<file path="src/hdl/swarq_pkg.sv">
package swarq_pkg;

    typedef enum logic [2:0] {
        MODE_CLOSED,
        MODE_SYN,
        MODE_OPEN,
        MODE_PSH,
        MODE_FIN,
        MODE_FIN2
    } t_mode;

    localparam logic [2:0] KIND_CONNECT = 3'd0;
    localparam logic [2:0] KIND_SEND    = 3'd1;
    localparam logic [2:0] KIND_DISC    = 3'd2;
    localparam logic [2:0] KIND_RXWORD  = 3'd3;
    localparam logic [2:0] KIND_TICK    = 3'd4;

    localparam logic [1:0] PKT_SYN = 2'd0;
    localparam logic [1:0] PKT_ACK = 2'd1;
    localparam logic [1:0] PKT_FIN = 2'd2;
    localparam logic [1:0] PKT_PSH = 2'd3;

    localparam logic [7:0] RX_SYNACK = 8'd2;
    localparam logic [7:0] RX_ACK    = 8'd4;
    localparam logic [7:0] RX_FINACK = 8'd8;

    localparam logic [2:0] ST_CONNECTED = 3'd0;
    localparam logic [2:0] ST_FILE_SENT = 3'd1;
    localparam logic [2:0] ST_CLOSED    = 3'd2;
    localparam logic [2:0] ST_CLOSE_ERR = 3'd3;
    localparam logic [2:0] ST_REJECTED  = 3'd4;

    localparam logic       ACT_PKT    = 1'b0;
    localparam logic       ACT_STATUS = 1'b1;

    localparam logic [12:0] SEG_MAX       = 13'd8000;
    localparam logic [15:0] TIMEOUT_RESET = 16'd100;
    localparam logic [15:0] SUM_GOOD      = 16'hffff;
    localparam logic [15:0] TIMER_MAX     = 16'hffff;
    localparam logic [2:0]  HDR_INDEX     = 3'd4;
    localparam logic [2:0]  CNT_SAT       = 3'd5;

    typedef struct packed {
        logic        action;
        logic [1:0]  pkt_type;
        logic [7:0]  pkt_seq;
        logic [12:0] seg_len;
        logic [2:0]  status;
        logic        last;
    } t_result;

    function automatic t_result mk_pkt(logic [1:0] ptype, logic [7:0] seq,
                                       logic [12:0] len);
        t_result r;
        r.action   = ACT_PKT;
        r.pkt_type = ptype;
        r.pkt_seq  = seq;
        r.seg_len  = len;
        r.status   = 3'd0;
        r.last     = 1'b0;
        return r;
    endfunction

    function automatic t_result mk_status(logic [2:0] code);
        t_result r;
        r.action   = ACT_STATUS;
        r.pkt_type = 2'd0;
        r.pkt_seq  = 8'd0;
        r.seg_len  = 13'd0;
        r.status   = code;
        r.last     = 1'b0;
        return r;
    endfunction

endpackage

</file>
<file path="src/hdl/stop_and_wait_arq_sender.sv">
// channel   direction  handshake           payload
// input     in         i_valid / o_ready   i_kind, i_rx_word, i_last_word, i_file_length
// result    out        o_valid / i_ready   o_action, o_pkt_type, o_pkt_seq, o_seg_len,
//                                          o_status, o_last
// config    in         i_cfg_wr_en         i_cfg_wr_data (timeout in ticks)
//
// One item per cycle while input is taken: state updates in the cycle of the transfer, its
// results (up to two) are registered in a four-entry result queue.
// Input is taken while the queue has room for two results, so a stalled
// output blocks input once three results are waiting.
// Synchronous active-low reset: mode closed, counters clear, timeout 100.
module stop_and_wait_arq_sender (
    input  logic        i_clk,
    input  logic        i_rst_n,
    input  logic        i_cfg_wr_en,
    input  logic [15:0] i_cfg_wr_data,
    input  logic        i_valid,
    output logic        o_ready,
    input  logic [2:0]  i_kind,
    input  logic [15:0] i_rx_word,
    input  logic        i_last_word,
    input  logic [26:0] i_file_length,
    output logic        o_valid,
    input  logic        i_ready,
    output logic        o_action,
    output logic [1:0]  o_pkt_type,
    output logic [7:0]  o_pkt_seq,
    output logic [12:0] o_seg_len,
    output logic [2:0]  o_status,
    output logic        o_last
);
    import swarq_pkg::*;

    t_mode       r_mode,    n_mode;
    logic [7:0]  r_seq,     n_seq;
    logic [15:0] r_timer,   n_timer;
    logic [15:0] r_sum,     n_sum;
    logic [2:0]  r_cnt,     n_cnt;
    logic [15:0] r_hdr,     n_hdr;
    logic [26:0] r_bytes,   n_bytes;
    logic [12:0] r_pending, n_pending;
    logic [15:0] r_timeout;

    t_result     r_buf [4];
    logic [1:0]  r_wr, r_rd;
    logic [2:0]  r_count, n_count;

    logic        acc, pop;
    logic [16:0] sum_wide;
    logic [15:0] sum_acc;
    logic [2:0]  cnt_acc;
    logic [15:0] hdr_acc;
    logic        has_hdr, sum_ok, match;
    logic        syn_ok, ack_ok, fin2_ok;
    logic [7:0]  seq_p1;
    logic [26:0] seg_src, bytes_rem;
    logic [12:0] seg_len;
    logic        waiting;
    logic [15:0] timer_inc;
    logic        timeout_hit;
    t_result     resend_pkt;
    t_result     res0, res1;
    logic [1:0]  push_n;

    assign acc = i_valid && o_ready;
    assign pop = o_valid && i_ready;
    assign o_ready = (r_count <= 3'd2);
    assign o_valid = (r_count != 3'd0);

    // received word datapath
    assign sum_wide = {1'b0, r_sum} + {1'b0, i_rx_word};
    assign sum_acc  = sum_wide[16] ? (sum_wide[15:0] + 16'd1) : sum_wide[15:0];
    assign cnt_acc  = (r_cnt < CNT_SAT) ? (r_cnt + 3'd1) : r_cnt;
    assign hdr_acc  = (r_cnt == HDR_INDEX) ? i_rx_word : r_hdr;
    assign has_hdr  = (cnt_acc >= CNT_SAT);
    assign sum_ok   = (sum_acc == SUM_GOOD);
    assign match    = has_hdr && sum_ok && (hdr_acc[15:8] == r_seq);
    assign syn_ok   = match && (hdr_acc[7:0] == RX_SYNACK);
    assign ack_ok   = match && (hdr_acc[7:0] == RX_ACK);
    assign fin2_ok  = has_hdr && (hdr_acc[7:0] == RX_FINACK);
    assign seq_p1   = r_seq + 8'd1;

    // segmenter
    assign seg_src   = (i_kind == KIND_SEND) ? i_file_length : r_bytes;
    assign seg_len   = (seg_src >= {14'd0, SEG_MAX}) ? SEG_MAX : seg_src[12:0];
    assign bytes_rem = seg_src - {14'd0, seg_len};

    assign waiting     = (r_mode == MODE_SYN) || (r_mode == MODE_PSH) ||
                         (r_mode == MODE_FIN);
    assign timer_inc   = (r_timer != TIMER_MAX) ? (r_timer + 16'd1) : r_timer;
    assign timeout_hit = (timer_inc >= r_timeout);

    always_comb begin
        unique case (r_mode)
            MODE_SYN: resend_pkt = mk_pkt(PKT_SYN, r_seq, 13'd0);
            MODE_PSH: resend_pkt = mk_pkt(PKT_PSH, r_seq, r_pending);
            default:  resend_pkt = mk_pkt(PKT_FIN, r_seq, 13'd0);
        endcase
    end

    // next state
    always_comb begin
        n_mode    = r_mode;
        n_seq     = r_seq;
        n_timer   = r_timer;
        n_sum     = r_sum;
        n_cnt     = r_cnt;
        n_hdr     = r_hdr;
        n_bytes   = r_bytes;
        n_pending = r_pending;
        if (acc) begin
            unique case (i_kind)
                KIND_CONNECT: begin
                    if (r_mode == MODE_CLOSED) begin
                        n_mode  = MODE_SYN;
                        n_timer = 16'd0;
                    end
                end
                KIND_SEND: begin
                    if (r_mode == MODE_OPEN) begin
                        n_bytes   = bytes_rem;
                        n_pending = seg_len;
                        n_timer   = 16'd0;
                        n_mode    = MODE_PSH;
                    end
                end
                KIND_DISC: begin
                    if (r_mode == MODE_OPEN) begin
                        n_mode  = MODE_FIN;
                        n_timer = 16'd0;
                    end
                end
                KIND_RXWORD: begin
                    n_sum = sum_acc;
                    n_cnt = cnt_acc;
                    n_hdr = hdr_acc;
                    if (i_last_word) begin
                        n_sum = 16'd0;
                        n_cnt = 3'd0;
                        n_hdr = 16'd0;
                        unique case (r_mode)
                            MODE_FIN2: n_mode = MODE_CLOSED;
                            MODE_SYN: begin
                                if (syn_ok) begin
                                    n_seq  = r_seq + 8'd2;
                                    n_mode = MODE_OPEN;
                                end else begin
                                    n_timer = 16'd0;
                                end
                            end
                            MODE_PSH: begin
                                if (ack_ok) begin
                                    n_seq = seq_p1;
                                    if (r_pending < SEG_MAX) begin
                                        n_mode    = MODE_OPEN;
                                        n_pending = 13'd0;
                                    end else begin
                                        n_bytes   = bytes_rem;
                                        n_pending = seg_len;
                                        n_timer   = 16'd0;
                                    end
                                end else begin
                                    n_timer = 16'd0;
                                end
                            end
                            MODE_FIN: begin
                                if (ack_ok) begin
                                    n_mode = MODE_FIN2;
                                end else begin
                                    n_timer = 16'd0;
                                end
                            end
                            default: ;
                        endcase
                    end
                end
                KIND_TICK: begin
                    if (waiting) begin
                        n_timer = timeout_hit ? 16'd0 : timer_inc;
                    end
                end
                default: ;
            endcase
        end
    end

    // results of the accepted item
    always_comb begin
        res0   = mk_status(ST_REJECTED);
        res1   = mk_status(ST_REJECTED);
        push_n = 2'd0;
        if (acc) begin
            unique case (i_kind)
                KIND_CONNECT: begin
                    push_n = 2'd1;
                    if (r_mode == MODE_CLOSED) begin
                        res0 = mk_pkt(PKT_SYN, r_seq, 13'd0);
                    end
                end
                KIND_SEND: begin
                    push_n = 2'd1;
                    if (r_mode == MODE_OPEN) begin
                        res0 = mk_pkt(PKT_PSH, r_seq, seg_len);
                    end
                end
                KIND_DISC: begin
                    push_n = 2'd1;
                    if (r_mode == MODE_OPEN) begin
                        res0 = mk_pkt(PKT_FIN, r_seq, 13'd0);
                    end
                end
                KIND_RXWORD: begin
                    if (i_last_word) begin
                        unique case (r_mode)
                            MODE_FIN2: begin
                                if (fin2_ok) begin
                                    res0   = mk_pkt(PKT_ACK, hdr_acc[15:8], 13'd0);
                                    res1   = mk_status(ST_CLOSED);
                                    push_n = 2'd2;
                                end else begin
                                    res0   = mk_status(ST_CLOSE_ERR);
                                    push_n = 2'd1;
                                end
                            end
                            MODE_SYN: begin
                                if (syn_ok) begin
                                    res0   = mk_pkt(PKT_ACK, seq_p1, 13'd0);
                                    res1   = mk_status(ST_CONNECTED);
                                    push_n = 2'd2;
                                end else begin
                                    res0   = resend_pkt;
                                    push_n = 2'd1;
                                end
                            end
                            MODE_PSH: begin
                                push_n = 2'd1;
                                if (!ack_ok) begin
                                    res0 = resend_pkt;
                                end else if (r_pending < SEG_MAX) begin
                                    res0 = mk_status(ST_FILE_SENT);
                                end else begin
                                    res0 = mk_pkt(PKT_PSH, seq_p1, seg_len);
                                end
                            end
                            MODE_FIN: begin
                                if (!ack_ok) begin
                                    res0   = resend_pkt;
                                    push_n = 2'd1;
                                end
                            end
                            default: ;
                        endcase
                    end
                end
                KIND_TICK: begin
                    if (waiting && timeout_hit) begin
                        res0   = resend_pkt;
                        push_n = 2'd1;
                    end
                end
                default: ;
            endcase
        end
        res0.last = (push_n == 2'd1);
        res1.last = (push_n == 2'd2);
    end

    assign n_count = r_count + {1'b0, push_n} - {2'd0, pop};

    always_ff @(posedge i_clk) begin
        if (!i_rst_n) begin
            r_mode    <= MODE_CLOSED;
            r_seq     <= 8'd0;
            r_timer   <= 16'd0;
            r_sum     <= 16'd0;
            r_cnt     <= 3'd0;
            r_hdr     <= 16'd0;
            r_bytes   <= 27'd0;
            r_pending <= 13'd0;
            r_timeout <= TIMEOUT_RESET;
            r_wr      <= 2'd0;
            r_rd      <= 2'd0;
            r_count   <= 3'd0;
        end else begin
            r_mode    <= n_mode;
            r_seq     <= n_seq;
            r_timer   <= n_timer;
            r_sum     <= n_sum;
            r_cnt     <= n_cnt;
            r_hdr     <= n_hdr;
            r_bytes   <= n_bytes;
            r_pending <= n_pending;
            if (i_cfg_wr_en) begin
                r_timeout <= i_cfg_wr_data;
            end
            r_wr      <= r_wr + push_n;
            r_rd      <= r_rd + {1'b0, pop};
            r_count   <= n_count;
        end
    end

    // result queue storage
    always_ff @(posedge i_clk) begin
        if (push_n != 2'd0) begin
            r_buf[r_wr] <= res0;
        end
        if (push_n == 2'd2) begin
            r_buf[r_wr + 2'd1] <= res1;
        end
    end

    assign o_action   = r_buf[r_rd].action;
    assign o_pkt_type = r_buf[r_rd].pkt_type;
    assign o_pkt_seq  = r_buf[r_rd].pkt_seq;
    assign o_seg_len  = r_buf[r_rd].seg_len;
    assign o_status   = r_buf[r_rd].status;
    assign o_last     = r_buf[r_rd].last;

    a_queue_room: assert property (@(posedge i_clk) disable iff (!i_rst_n)
        (push_n != 2'd0) |-> ({1'b0, r_count} + {2'd0, push_n} <= 4'd4))
        else $error("result queue overflow");

    a_count_range: assert property (@(posedge i_clk) disable iff (!i_rst_n)
        r_count <= 3'd4)
        else $error("result count out of range");

    a_seq_hold: assert property (@(posedge i_clk) disable iff (!i_rst_n)
        !acc |=> $stable(r_seq))
        else $error("sequence changed without a transfer");

    a_connect: assert property (@(posedge i_clk) disable iff (!i_rst_n)
        (acc && i_kind == KIND_CONNECT && r_mode == MODE_CLOSED) |=> r_mode == MODE_SYN)
        else $error("connect did not start handshake");

    a_fin2_entry: assert property (@(posedge i_clk) disable iff (!i_rst_n)
        (r_mode == MODE_FIN2 && $past(r_mode) != MODE_FIN2) |-> $past(r_mode) == MODE_FIN)
        else $error("peer close wait entered from wrong mode");

endmodule

</file>
<file path="config.mk">
export PLATFORM = sky130hd
export DESIGN_NAME = stop_and_wait_arq_sender
export DESIGN_NICKNAME = d
export VERILOG_FILES = /design/src/hdl/swarq_pkg.sv /design/src/hdl/stop_and_wait_arq_sender.sv
export SDC_FILE = /design/constraint.sdc
export NUM_CORES = 1
export LEC_CHECK = 0
export ABC_AREA = 0
export ABC_CLOCK_PERIOD_IN_PS = 5600
export CAP_MARGIN = 20
export CORE_MARGIN = 2
export CORE_UTILIZATION = 54
export DETAILED_ROUTE_END_ITERATION = 8
export DONT_BUFFER_PORTS = 1
export GPL_ROUTABILITY_DRIVEN = 0
export PLACE_DENSITY = 0.69
export SLEW_MARGIN = 40
export SYNTH_ARGS = -nofsm -noshare
export SYNTH_HDL_FRONTEND = slang
export SYNTH_SLANG_ARGS = --single-unit
</file>
<file path="constraint.sdc">
create_clock -name i_clk -period 5.6 [get_ports i_clk]
set_input_delay 0.84 -clock i_clk [delete_from_list [all_inputs] [get_ports i_clk]]
set_output_delay 0.84 -clock i_clk [all_outputs]
set_load 0.05 [all_outputs]
</file>
==> out/metrics.yaml, run 1 <==
netlist_top_cells_area: "dfxtp_1, mux2i_1, nand2_1, mux4_2, nor2_1"
clk_pin_slew_ns: 0.06
grt_antenna_before_repair: 0
num_vias: 12930
routed_wl_um: 39340
hold_ws_ns: 0.3845
synth_top_area_frac: 0.3134
cts-root-buf: "clkbuf_16"
required_ns: 6.01
synth_most_common_cell: "nand2_1"
grt_max_degree: 57
postSynthRegisterBits: 237
ys_types: 88
vias_per_cell: 6.286
clock_sinks: 237
start_util: 0.5515
relSlewSlack: 0.4462
fp.dieW_um: 167.1
r2r-start: "r_timer[1]$_SDFFE_PN0P_"
path_max_fanout: 6
track_usage: 0.2750
power_leakage_nw: 6.331
grt_pass1_wl_um: 64270
ys_seq_area_frac: 0.3385
fmax_ghz: 0.1918
hp-class: "primary input to flop"
numCtsBuffers: 27
final_layout_size_suffix_gt1_frac: 0.1057
ys_warn_count: 0
finalCritPeriodShare: 0.9310
reg2reg_slack_ns: 0.39
synthCells: 1721
dp_cells: 2008
grt_pass1_vias: 12450
status: "completed"
post-route-util: 0.6057
tightest_slew_ns: 0.8277
instances_no_fill: 2057
hold_viol_final: 0
row_count: 59
cts_buffer_depth: 3
avgSynthCellArea_sq_um: 8.351
hpwl_um: 28190
final_max_slew_viol_count: 0
clk_latency_ns: 0.56
cts_setup_buffers: 0
cp_slowest_cell: "dfxtp_1"
drv_cap: 0
drc_errors: 0
synth_common_cells: "nand2_1, dfxtp_1, nor2_1, mux2i_1, a21oi_1"
antenna_left: 0
synth_edf_count: 12
yosys.area.top_type: "dfxtp_1"
hp-start: "i_rst_n"
dieHeight_um: 167.1
rsz0062_at_grt: "false"
crit_start: "r_timer[1]$_SDFFE_PN0P_"
drt_iter0_markers: 1169
die_area_sq_um: 27930
coreArea_sq_um: 26060
ioPinCount: 98
finClkSkew_ns: 0.01402
syn-num-nets: 1833
htreeDepth: 1
ir_drop_v: 0.0003317
cp-end-kind: "flop"
setup_viol: 0
start_kind: "flop"
synth_flop_cell: "dfxtp_1"
cts_hold_buf: 0
areaGrowthSynthToFinish_pct: 9.829
overflow: 0
drt_pass1_iterations: 6
syn_area_sq_um: 14370
insertedDiodeCount: 0
slowest_delay_ns: 0.42
tritoncts: "yes"
synthArstFlopShare: 0
path_class: "flop to flop"
wire_per_inst_um: 19.12
worstPathArrival_ns: 5.62
powerDensity_nw_per_um2: 271.5
io_buffers: 0
nets: 1814
finalCriticalPeriod_ns: 5.213
==> report_power, final <==
| group | switching, mW | leakage (nW) | internal, mW | total (mW) |
|---|---|---|---|---|
| logic | 0.432 | 3.97 | 0.265 | 0.698 |
| registers | 0.0968 | 1.92 | 1.74 | 1.84 |
| clock network | 0.732 | 0.438 | 1.02 | 1.75 |
| total | 1.26 | 6.33 | 3.02 | 4.28 |
==> placed cells by master (no fill, tap or decap), types with 17 or more instances in the layout <==
master and instances:
nand2b_1 17, a22oi_1 51, xor2_1 22, ha_1 42
mux4_2 28, nand3_1 64, buf_4 54, and2_1 23
dfxtp_1 219, nor2_1 157, inv_1 43, mux2i_1 138
clkbuf_16 27, o21ai_0 49, nand2_1 265, xnor2_1 33
nor3_1 50, a21oi_1 95, a21o_1 24, a31oi_1 23
==> state kept, by name, indices dropped and copies added, names as in the netlist <==
name / flops
r_rd: 2
r_timer: 16
r_timeout: 16
r_cnt: 3
r_mode: 3
r_wr: 2
r_seq: 8
r_count: 3
r_buf: 112
r_pending: 13
r_bytes: 27
r_sum: 16
r_hdr: 16
==> path summary, 6_finish.rpt <==
path,endpoint,cells past startpoint
max,r_count[2]$_SDFF_PN0_,27
min,r_timeout[2]$_SDFFE_PN1P_,1
max reg2reg,r_count[2]$_SDFF_PN0_,27
min reg2reg,r_bytes[10]$_SDFFE_PN0P_,2
==> per-layer routing <==
layer | share of wire | wire length (um) | global-route usage
met1 | 0.43 | 17080 | 0.3594
met2 | 0.47 | 18440 | 0.4622
met3 | 0.069 | 2695 | 0.04845
met4 | 0.028 | 1117 | 0.09253
met5 | 0 | 0 | 0
==> through the flow <==
stage / TNS (ns) / worst slack (ns) / area [sq um] / power, mW
CTS: 0 / 0.3425 / 15770 / 4.298
global route: 0 / 0.02760 / 15780 / 4.445
detailed placement: 0 / 0.2205 / 14890 / 2.562
global placement: -3.498 / -0.1026 / 14870 / 2.552
floorplan: 0 / 0.4661 / 14370 / 2.404
finish: 0 / 0.3867 / 15780 / 4.285
==> critical path: cells and delay by family (launching register included) <==
family / cells / cell delay (ns)
adder cells (fa/ha/maj): 4 / 1.01
XOR/XNOR: 3 / 0.49
flip-flops: 1 / 0.42
buffers and inverters: 1 / 0.04
AO/OA/AOI/OAI: 6 / 1.01
AND/OR/NAND/NOR: 13 / 2.10
==> logic make-up (layout without fill, tap and decap cells) <==
group,Yosys count,in the layout,synth area share
fa+ha+maj,44,44,0.03935
simple gates,688,688,0.2224
mux,167,167,0.1408
xor+xnor,58,58,0.03691
compound gates,374,374,0.1791
other cells,1,1,0.0002609
buf+inv,152,153,0.04266
flops,237,237,0.3385
==> timing repair <==
item	4_1_cts	5_1_grt
endpoints found under the setup margin	0	7
gates resized for setup	0	6
endpoints found under the hold margin	0	0
==> area by class of cell <==
| class | count | area (sq um) |
|---|---|---|
| flip-flops and latches | 237 | 4875 |
| fillers | 2282 | 10270 |
| multi-input cells | 1332 | 8942 |
| well taps | 335 | 419.2 |
| inverters | 45 | 168.9 |
| repair buffers | 59 | 505.5 |
| clock inverters | 15 | 141.4 |
| clock buffers | 34 | 732.0 |
No activity file was read; power rests on OpenSTA's default activity.
==> inputs of run 2 (changes only) <==
--- a/config.mk
+++ b/config.mk
@@ -14,6 +14,7 @@
 export DONT_BUFFER_PORTS = 1
 export GPL_ROUTABILITY_DRIVEN = 0
 export PLACE_DENSITY = 0.69
+export RECOVER_POWER = 100
 export SLEW_MARGIN = 40
 export SYNTH_ARGS = -nofsm -noshare
 export SYNTH_HDL_FRONTEND = slang
==> run 2 against run 1 <==
The flow now finishes with violations (max-capacitance violations, max-slew violations). Power fell by 0.19%. Core utilization fell by 0.40 points. Maximum frequency decreased by 0.36%. Combinational power is 1% lower. Design area is 0.67% lower. Clock skew about the same. Setup slack lost 0.019 ns. Cell count unchanged. Sequential power is essentially flat. Critical path depth is 12 lower.
==> out/metrics.yaml, run 2 (same netlist as run 1, synthesis figures left out) <==
tightest_slew_ns: 2.630  # was 0.8277 ns
cp_slowest_cell: "and2_0"  # was dfxtp_1
dieHeight_um: 167.1  # unchanged
comb_power_share: 0.161  # was 0.163
crit_start: "r_cnt[0]$_SDFFE_PN0P_"  # was r_timer[1]$_SDFFE_PN0P_
p_switching_mw: 1.258  # was 1.261 mW
wire_per_inst_um: 19.10  # was 19.12 um
worstSetupEndpoint: "r_timer[9]$_SDFFE_PN0P_"  # was r_count[2]$_SDFF_PN0_
cp.depth: 15  # was 27
top_register: "r_buf"  # unchanged
final_common_cell: "nand2_1"  # unchanged
final_layout_size_suffix_gt1_frac: 0.09524  # was 0.1057
required_ns: 6.03  # was 6.01 ns
fin_tns_setup_ns: 0  # unchanged
switching_share: 0.2942  # was 0.2943
reg_top3: "r_buf: 112 flops, r_bytes: 27 flops"  # unchanged
cts_buffer_depth: 3  # unchanged
clockPowerShare: 0.410  # was 0.409
insertedDiodeCount: 0  # unchanged
final_cell_mix: "nand2_1, dfxtp_1, nor2_1"  # unchanged
grt_max_degree: 57  # unchanged
htreeDepth: 1  # unchanged
antenna_left: 0  # unchanged
finClkSkew_ns: 0.01390  # was 0.01402 ns
start_kind: "flop"  # unchanged
path_cells: "inv_1 -> ha_1 -> and2_0 -> mux2i_1 -> xor2_1 -> nand4_1 -> nor4_1 -> nand3_1 -> nor4bb_1 -> o2111ai_1 -> clkbuf_1 -> o311ai_0 -> a211o_1 -> nor2_1 -> a221o_1"
row_count: 59  # unchanged
coreArea_sq_um: 26060  # unchanged
finalCriticalPeriod_ns: 5.232  # was 5.213 ns
nets: 1814  # unchanged
ioPinCount: 98  # unchanged
die_area_sq_um: 27930  # unchanged
num_vias: 12940  # was 12930
hold_viol_final: 0  # unchanged
final_max_slew_viol_count: 57  # was 0
rsz0062_at_grt: "false"  # unchanged
hp-class: "primary input to flop"  # unchanged
path_class: "flop to flop"  # unchanged
overflow: 0  # unchanged
clock_sinks: 237  # unchanged
drc_errors: 0  # unchanged
fmax_ghz: 0.1911  # was 0.1918 GHz
cts-root-buf: "clkbuf_16"  # unchanged
hpwl_um: 28190  # unchanged
io_buffers: 0  # unchanged
ir_drop_v: 0.0003294  # was 0.0003317 V
start_util: 0.5515  # unchanged
vias_per_cell: 6.291  # was 6.286
violations: "max-capacitance violations, max-slew violations"
grt_pass1_vias: 12450  # unchanged
grt_antenna_before_repair: 0  # unchanged
numCtsBuffers: 27  # unchanged
cpLargestDelayFamily: "compound AO/OA/AOI/OAI gates"  # was simple AND/OR/NAND/NOR gates
slowest_delay_ns: 0.64  # was 0.42 ns
areaGrowthSynthToFinish_pct: 9.098  # was 9.829%
worst-r2r-cell-count: 15  # was 27
cp-end-kind: "flop"  # unchanged
drt_iter0_markers: 1157  # was 1169
grt_pass1_wl_um: 64270  # unchanged
track_usage: 0.2750  # unchanged
p_seq_frac: 0.429  # about the same
status: "complete, but fails checks"  # was completed
hold_ws_ns: 0.3841  # was 0.3845 ns
drv_cap: 1  # was 0
holdPathStages: 1  # unchanged
routed_wl_um: 39300  # was 39340 um
p_int_mw: 3.019  # was 3.024 mW
clk_latency_ns: 0.56  # about the same
finalCritPeriodShare: 0.9343  # was 0.9310
relSlewSlack: -0.7533  # was 0.4462
r2r-end: "r_timer[9]$_SDFFE_PN0P_"  # was r_count[2]$_SDFF_PN0_
drt_pass1_iterations: 5  # was 6
setup_viol: 0  # unchanged
critPathBufInv: 2  # was 1
r2r-start: "r_cnt[0]$_SDFFE_PN0P_"  # was r_timer[1]$_SDFFE_PN0P_
reg2reg_slack_ns: 0.37  # was 0.39 ns
finalPower_mw: 4.277  # was 4.285 mW
path_max_fanout: 15  # was 6
largest_register_ffs: 112  # unchanged
clk_pin_slew_ns: 0.06  # about the same
fp.dieW_um: 167.1  # unchanged
power_leakage_nw: 6.264  # was 6.331 nW
worstPathArrival_ns: 5.67  # was 5.62 ns
tritoncts: "yes"  # unchanged
powerDensity_nw_per_um2: 272.8  # was 271.5 nW/um^2
-- run 2: cell types whose count changed in the layout (fill, tap and decap cells not counted), sizes merged --
cell,delta
clkbuf,+20
buf,-20
-- run 2: worst reg2reg max path, delay by kind of cell, from the launching register on --
kind / cells / cell delay [ns]
mux: 1 / 0.59
buf+inv: 2 / 0.30
compound gates: 4 / 1.72
xor+xnor: 1 / 0.19
simple gates: 6 / 1.69
fa+ha+maj: 1 / 0.26
flops: 1 / 0.37
-- run 2: worst min-delay path by stage --
| stage | from | endpoint | slack [ns] |
|---|---|---|---|
| 6_report | i_rst_n | r_timeout[2]$_SDFFE_PN1P_ | 0.38 |
| 3_3_place_gp | r_bytes[23]$_SDFFE_PN0P_ | r_bytes[23]$_SDFFE_PN0P_ | 0.44 |
| 5_1_grt | i_rst_n | r_timeout[6]$_SDFFE_PN1P_ | 0.39 |
| 3_5_place_dp | r_buf[2][6]$_SDFFE_PP0N_ | r_buf[2][6]$_SDFFE_PP0N_ | 0.45 |
| 4_1_cts | i_rst_n | r_timeout[2]$_SDFFE_PN1P_ | 0.37 |
| 2_1_floorplan | r_bytes[12]$_SDFFE_PN0P_ | r_bytes[12]$_SDFFE_PN0P_ | 0.43 |
-- run 2: final cells by class --
class / count / area (sq um)
Multi-Input combinational cell: 1332 / 8915
Fill cell: 2311 / 10380
Tap cell: 335 / 419.2
Timing Repair Buffer: 59 / 429.2
Clock buffer: 34 / 732.0
Clock inverter: 15 / 141.4
Sequential cell: 237 / 4873
Inverter: 45 / 168.9
-- run 2: what timing repair did --
item                       4_1_cts  5_1_grt
resized for setup                0        6
buffers inserted                 0        0
hold buffers                     0        0
setup endpoints to repair        0        7
-- run 2: power groups by stage --
stage | clock network (mW) | registers (mW) | logic, mW
3_5_place_dp | 0 | 1.88 | 0.686
6_report | 1.75 | 1.84 | 0.689
4_1_cts | 1.77 | 1.84 | 0.688
2_1_floorplan | 0 | 1.79 | 0.611
5_1_grt | 1.84 | 1.85 | 0.750
3_3_place_gp | 0 | 1.87 | 0.680
-- run 2: per-stage QoR --
stage	setup slack (ns)	utilization	area, sq um	std cells
finish	0.3678	0.6017	15680	2057
global route	0.03001	0.6017	15680	2057
CTS	0.3425	0.6051	15770	2057
detailed placement	0.2205	0.5716	14890	2008
global placement	-0.1026	0.5705	14870	2007
floorplan	0.4661	-	14370	1721
-- run 2: layer usage --
metal	part of all wire	global-route usage	up-vias
li1	-	-	6222
met1	0.44	0.3594	6206
met2	0.47	0.4622	434
met3	0.064	0.04845	78
met4	0.030	0.09253	0
met5	0	0	-
